**config.mk**
```make
export PLATFORM = sky130hd
export DESIGN_NAME = gbi_divider
export DESIGN_NICKNAME = d
export VERILOG_FILES = /design/src/rtl/gbi_pkg.sv /design/src/rtl/gbi_divider.sv
export SDC_FILE = /design/constraint.sdc
export NUM_CORES = 1
export LEC_CHECK = 0
export ABC_CLOCK_PERIOD_IN_PS = 4100
export BUFFER_PORTS_ARGS = -buffer_cell sky130_fd_sc_hd__buf_2
export CORE_MARGIN = 4
export CORE_UTILIZATION = 25
export DETAILED_ROUTE_END_ITERATION = 6
export PLACE_DENSITY_LB_ADDON = 0.3
export SLEW_MARGIN = 25
export SYNTH_ARGS = -nofsm -noshare
export SYNTH_HDL_FRONTEND = slang
export SYNTH_SLANG_ARGS = --single-unit
```
**constraint.sdc**
```tcl
create_clock -name clk -period 4.1 [get_ports clk]
set_input_delay 0.41 -clock clk [delete_from_list [all_inputs] [get_ports clk]]
set_output_delay 0.41 -clock clk [all_outputs]
set_load 0.02 [all_outputs]
```
**src/rtl/gbi_pkg.sv**
```systemverilog
`default_nettype none

package gbi_pkg;

    localparam int DEF_MAX_COLS = 256;
    localparam int DEF_MAX_ROWS = 256;

    localparam int CFG_IDX_W = 2;
    localparam int CNT_W     = 6;

    // register indexes on the configuration port
    localparam logic [CFG_IDX_W-1:0] CFG_GRID_COLS   = 2'd0;
    localparam logic [CFG_IDX_W-1:0] CFG_GRID_ROWS   = 2'd1;
    localparam logic [CFG_IDX_W-1:0] CFG_CELL_WIDTH  = 2'd2;
    localparam logic [CFG_IDX_W-1:0] CFG_CELL_HEIGHT = 2'd3;

    localparam logic OP_LOAD  = 1'b0;
    localparam logic OP_QUERY = 1'b1;

    localparam logic [8:0]  RST_GRID_SIZE = 9'd256;
    localparam logic [31:0] RST_SPACING   = 32'h0001_0000;

    // quotient bits per divider pass
    localparam logic [CNT_W-1:0] DIV_INDEX_STEPS  = 6'd32;
    localparam logic [CNT_W-1:0] DIV_WEIGHT_STEPS = 6'd17;

    typedef struct packed {
        logic             start;
        logic [31:0]      rem_init;
        logic [31:0]      dvd_init;
        logic [31:0]      divisor;
        logic [CNT_W-1:0] steps;
    } div_ctl_t;

    typedef struct packed {
        logic busy;
        logic done;
    } div_stat_t;

endpackage

`default_nettype wire

```
**src/rtl/gbi_divider.sv**
```systemverilog
`default_nettype none

// Restoring divider, one quotient bit per cycle. The partial remainder is
// preloaded (must be below the divisor) and dividend bits enter MSB first.
module gbi_divider
    import gbi_pkg::*;
(
    input  wire logic      clk,
    input  wire logic      rst_n,
    input  wire div_ctl_t  ctl,
    output div_stat_t      stat,
    output logic [31:0]    quotient,
    output logic [31:0]    remainder
);

    logic             busy_reg;
    logic             done_reg;
    logic [CNT_W-1:0] cnt_reg;
    logic [31:0]      rem_reg;
    logic [31:0]      dvd_reg;
    logic [31:0]      dv_reg;
    logic [31:0]      q_reg;

    logic [32:0] shifted;
    logic [32:0] diff;
    logic        fits;
    logic [31:0] rem_next;

    always_comb
    begin
        shifted  = {rem_reg, dvd_reg[31]};
        diff     = shifted - {1'b0, dv_reg};
        fits     = (shifted >= {1'b0, dv_reg});
        rem_next = fits ? diff[31:0] : shifted[31:0];
    end

    always_ff @(posedge clk or negedge rst_n)
    begin
        if (!rst_n)
        begin
            busy_reg <= 1'b0;
            done_reg <= 1'b0;
            cnt_reg  <= '0;
        end
        else
        begin
            done_reg <= 1'b0;
            if (ctl.start)
            begin
                busy_reg <= 1'b1;
                cnt_reg  <= ctl.steps;
            end
            else if (busy_reg)
            begin
                cnt_reg <= cnt_reg - 1'b1;
                if (cnt_reg == CNT_W'(1))
                begin
                    busy_reg <= 1'b0;
                    done_reg <= 1'b1;
                end
            end
        end
    end

    always_ff @(posedge clk)
    begin
        if (ctl.start)
        begin
            rem_reg <= ctl.rem_init;
            dvd_reg <= ctl.dvd_init;
            dv_reg  <= ctl.divisor;
            q_reg   <= '0;
        end
        else if (busy_reg)
        begin
            rem_reg <= rem_next;
            dvd_reg <= {dvd_reg[30:0], 1'b0};
            q_reg   <= {q_reg[30:0], fits};
        end
    end

    assign stat.busy = busy_reg;
    assign stat.done = done_reg;
    assign quotient  = q_reg;
    assign remainder = rem_reg;

endmodule

`default_nettype wire

```
Yosys cells after proc, flatten, opt, wreduce, memory -nomap -nowiden
Index checks and enable logic that the tools add are counted.
{ "word_totals": {"ff_bits": 136, "input_bits": 105, "output_inout_bits": 66, "word_cells": 25} }
{ "classes": {"add_sub_neg": 2, "order_cmp": 1, "n_eq_ne": 1, "muxes": 13, "reduce_logical": 1} }
{ "ops": {"columns": ["operator", "count"], "rows": [
  ["$mux W32", 5],
  ["$ge A33 B32 Y1", 1],
  ["$sub A32 B32 Y32", 1],
  ["$mux W6", 2],
  ["$eq A6 B1 Y1 const B", 1],
  ["$mux W1", 6],
  ["$sub A6 B1 Y6 const B", 1],
  ["$reduce_bool A2 Y1", 1]
]} }

Longest topological paths before layout
{ "logic_depth": {"depth_word": 4, "ltp_mapped": 13, "ltp_nobuf": 12} }

Worst setup path after synthesis
No wires, ideal clock.
{ "synth_timing": {"path_type": "input to register", "from": "in ctl[102] in the netlist's numbering", "to": "reg dvd_reg[0] (enable)", "setup_ns": 0.418, "t_arrival_ns": 2.560, "required_ns": 3.682, "setup_slack_ns": 1.122, "path_stages": 5, "path_buffers": 3, "path_cell_list": "clkbuf_1 > clkbuf_1 > clkbuf_1 > nor2_1 > inv_1"} }
{ "synth_via": {"elab_chain_cells": 1} }
{ "synth_lines": {"columns": ["element", "line", "source"], "rows": [
  ["start, declared", "gbi_divider.sv:10", "input wire div_ctl_t ctl,"],
  ["$reduce_bool A2 Y1 (no source line)", null, null],
  ["end signal, assigned", "gbi_divider.sv:70", "dvd_reg <= ctl.dvd_init;"],
  ["end signal, assigned", "gbi_divider.sv:77", "dvd_reg <= {dvd_reg[30:0], 1'b0};"],
  ["end, declared", "gbi_divider.sv:20", "logic [31:0] dvd_reg;"]
]} }
No other way between the ends.
A chain may end at the register's enable or synchronous reset.

Worst setup path in the final report
{ "layout_timing": {"from": "reg rem_reg[29] (netlist: remainder[29])", "to": "reg rem_reg[13] (netlist: remainder[13]) (data pin)"} }
{ "layout_via": {"elab_chain_cells": 4} }
{ "layout_lines": {"columns": ["element", "line", "source"], "rows": [
  ["start, declared", "gbi_divider.sv:19", "logic [31:0] rem_reg;"],
  ["start signal, assigned", "gbi_divider.sv:69", "rem_reg <= ctl.rem_init;"],
  ["start signal, assigned", "gbi_divider.sv:76", "rem_reg <= rem_next;"],
  ["$ge A33 B32 Y1", "gbi_divider.sv:33", "fits = (shifted >= {1'b0, dv_reg});"],
  ["$mux W32", "gbi_divider.sv:34", "rem_next = fits ? diff[31:0] : shifted[31:0];"],
  ["$mux W32", "gbi_divider.sv:74", "else if (busy_reg)"],
  ["$mux W32", "gbi_divider.sv:67", "if (ctl.start)"]
]} }
No other way between the ends. The select of a mux whose other input is x is not followed.

==> run summary <==
The maximum vdd ir drop is 0.309 mV. Once placement completed, the tool counted placed cells totaling 1,202. The detail route stage leaves a number of antenna-violating nets equal to 0. The die outline height was 180 um; the final core utilization was 0.318. The tools report the setup TNS as 0 ps. The tools report the number of antenna violations at the first check in global routing as 4. The logs give 32,300 um for the global-route wire length before repair and 12.3 ps for the final clock skew.

The logs give 0 for the total of warnings raised by yosys and 5 for the detailed-routing iteration count for the pre-antenna-repair pass. For this design, the sink count on the clock tree is 136. The clock passes through at most 2 buffers. Detailed placement ended at an HPWL of 15,000 um.

The run gives 32,500 um2 as the total die area. The critical path data required time came out at 4270 ps. For the total nets after synthesis, the log shows 819.

The starting density of the core was 0.256; the total number of placement rows was 62. The share of synthesized registers carrying an async set or reset is 0.0588, and the chip width is 180 um. The overall routing resource usage is 0.125, and the final period utilization is 0.812. Setup violations remaining at the end of the flow were counted as 0.

TritonCTS built the clock tree. The number of clock buffers inserted by TritonCTS was 17. The flow ran to the end, and the final reports show no timing, DRC or antenna violations.

The number of instances in the synthesized netlist is 679, and the placement-stage worst setup slack is 760 ps. Entering global routing, the biggest net connects 80 pins. For this design the static power due to leakage is 4.19 nW.

Max-cap violations in this run came to 0. In this run, synthesis inferred 96 flip-flops with an integrated enable. Wires add up to 20,600 um. Global routing finished with a remaining overflow of 0. The wire length per cell after detailed routing was 16.6 um; the headroom to the max-slew limit was 0.468. After detailed routing, the number of vias per cell comes to 4.60. A synthesized cell averages 10.9 um2. For the part of the Yosys area used for sequential elements, the log shows 0.501. The maximum clock frequency came out at 0.300 GHz. The tools report the root buffer cell as clkbuf_16. In the post-route analysis, the smallest setup slack over all paths is 769 ps. Category of the worst setup path launch point: a flip-flop.

The number of DRC markers in iteration 0 came out at 315. The distinct cell type count of the synthesized netlist was 59; the fraction of final layout cells with drive strength greater than 1 was 0.294. For this run, the post-layout net count is 978. In the layout the commonest cells are 169 x buf_2, 96 x edfxtp_1, 50 x nor2_1.

The highest net fanout along the worst path works out to 29. Setup repair after global routing left no endpoint under its margin. The worst setup path is captured at a flip-flop. The slew at the pin closest to its max-slew limit is 798 ps.

The biggest area contributor in the post-synthesis netlist is edfxtp_1. In the routed design, unresolved DRC markers number 0. For the count of final max-slew check failures, the log shows 0. The power density normalized to cell area was 691 nW/um2.

For the core area, the log shows 29,000 um2. For this run, the leading register cell type out of synthesis is edfxtp_1. The library cell used most frequently in the layout, excluding fill and tap cells, is buf_2. For this run, the number of standard cells in the final layout without fillers is 1,236. For the number of global-route vias before repair, the log shows 5,691.

The class of the most critical hold timing path was in -> reg. The number of synthesized register bits is 136, and the number of primary I/O pins is 171. Ranked by total cell area, the synthesized netlist is headed by edfxtp_1 39%, dfxtp_1 8.6%, ha_1 5.7%, mux2_2 5.2%, mux2i_1 5.0%.

Compared with the post-synthesis result, the final layout area differs by 24.4%. The detailed router placed 5,687 vias in this run. By startpoint and endpoint, the worst setup path is classified as reg -> reg. Once the clock tree was built, the setup fixing pass inserted 0 buffers. In this run, post-CTS repair resized a total of 0 instances.

The final number of hold-violating endpoints was 0; the data arrival time of the worst path was 3500 ps. The placer congestion estimate was 0.846; the netlist area before placement was 7430 um2. The number of buffers added on ports works out to 170. The portion of synthesized cell area occupied by the leading cell type is 0.388, and the H-tree depth is 4.

For the clock latency on the worst-skew pair, the log shows 430 ps. The final critical path time including I/O delays and setup came out at 3330 ps. The total design power was 6.38 mW; the clock-pin slew on the worst setup and hold paths was 70 ps.
worst paths after layout:
path,start,endpoint,slack (ps),cells past startpoint
max,remainder[29],remainder[13],770,10
min,ctl[31],dv_reg[25],150,1
max reg2reg,remainder[29],remainder[13],770,10
min reg2reg,quotient[31],quotient[31],510,2
max in group asynchronous,rst_n,busy_reg,3550,2
min in group asynchronous,rst_n,cnt_reg[0],370,2
critical path, stage by stage (launching register included):
cell	delay, ps
edfxtp_1	400
ha_1	400
nand3b_1	250
nor4_1	580
nand3_1	240
nand2_1	210
a211o_1	160
o22ai_4	70
buf_4	250
and3b_1	230
a221o_1	270
power breakdown:
part           total [mW]  leakage [nW]  switching (mW)  internal (mW)
sequential           1.98          1.35           0.177           1.80
clock                1.55         0.291           0.677          0.869
combinational        2.86          2.55            1.74           1.12
through the flow:
stage	hold slack [ps]	area, um2
floorplan	114	7430
global placement	268	8640
detailed placement	264	8640
CTS	128	9230
global route	125	9240
finish	154	9240
cell families (layout without fill, tap and decap cells):
| kind of cell | count (synthesis) | count (layout) | synth area share |
|---|---|---|---|
| flip-flops | 136 | 136 | 0.501 |
| AND/OR/NAND/NOR | 174 | 174 | 0.118 |
| multiplexers | 71 | 71 | 0.101 |
| XOR/XNOR | 33 | 33 | 0.0389 |
| buffers and inverters | 82 | 254 | 0.0457 |
| adder cells (fa/ha/maj) | 35 | 35 | 0.0600 |
| AO/OA/AOI/OAI | 148 | 148 | 0.134 |
| other | 0 | 1 | 0 |
what timing repair did:
item | CTS | global route
endpoints found under the setup margin | 0 | 0
hold endpoints to repair | 8 | 0
hold buffers | 1 | 0
cell usage after synthesis, types with 6 or more instances:
master / n
inv_1: 45
mux2i_1: 37
dfrtp_1: 8
o311ai_0: 13
nand3b_1: 14
xnor2_1: 17
nor2_1: 50
xor2_1: 16
a221o_1: 10
a31oi_1: 6
dfxtp_1: 32
nand3_1: 8
nand2_1: 47
ha_1: 34
o21ai_0: 29
edfxtp_1: 96
a21o_1: 14
nor2b_1: 8
a21oi_1: 40
buf_1: 7
clkbuf_1: 20
mux2_2: 34
nor3_1: 11
area by class of cell:
cell class              count  area (um2)
inverters                  45         169
clock inverters            12         104
fillers                  3046       19800
repair buffers            177         912
multi-input cells         461        3360
diodes                      1        2.50
well taps                 384         480
clock buffers              20         479
flip-flops and latches    136        3720
per-layer routing:
| metal | wire, um | global-route usage | vias up |
|---|---|---|---|
| met1 | 9460 | 0.167 | 2684 |
| li1 | - | - | 2811 |
| met5 | 27 | 0 | - |
| met4 | 274 | 0.0333 | 6 |
| met3 | 1340 | 0.0442 | 22 |
| met2 | 9470 | 0.194 | 164 |
(Power assumes the default switching activity.)
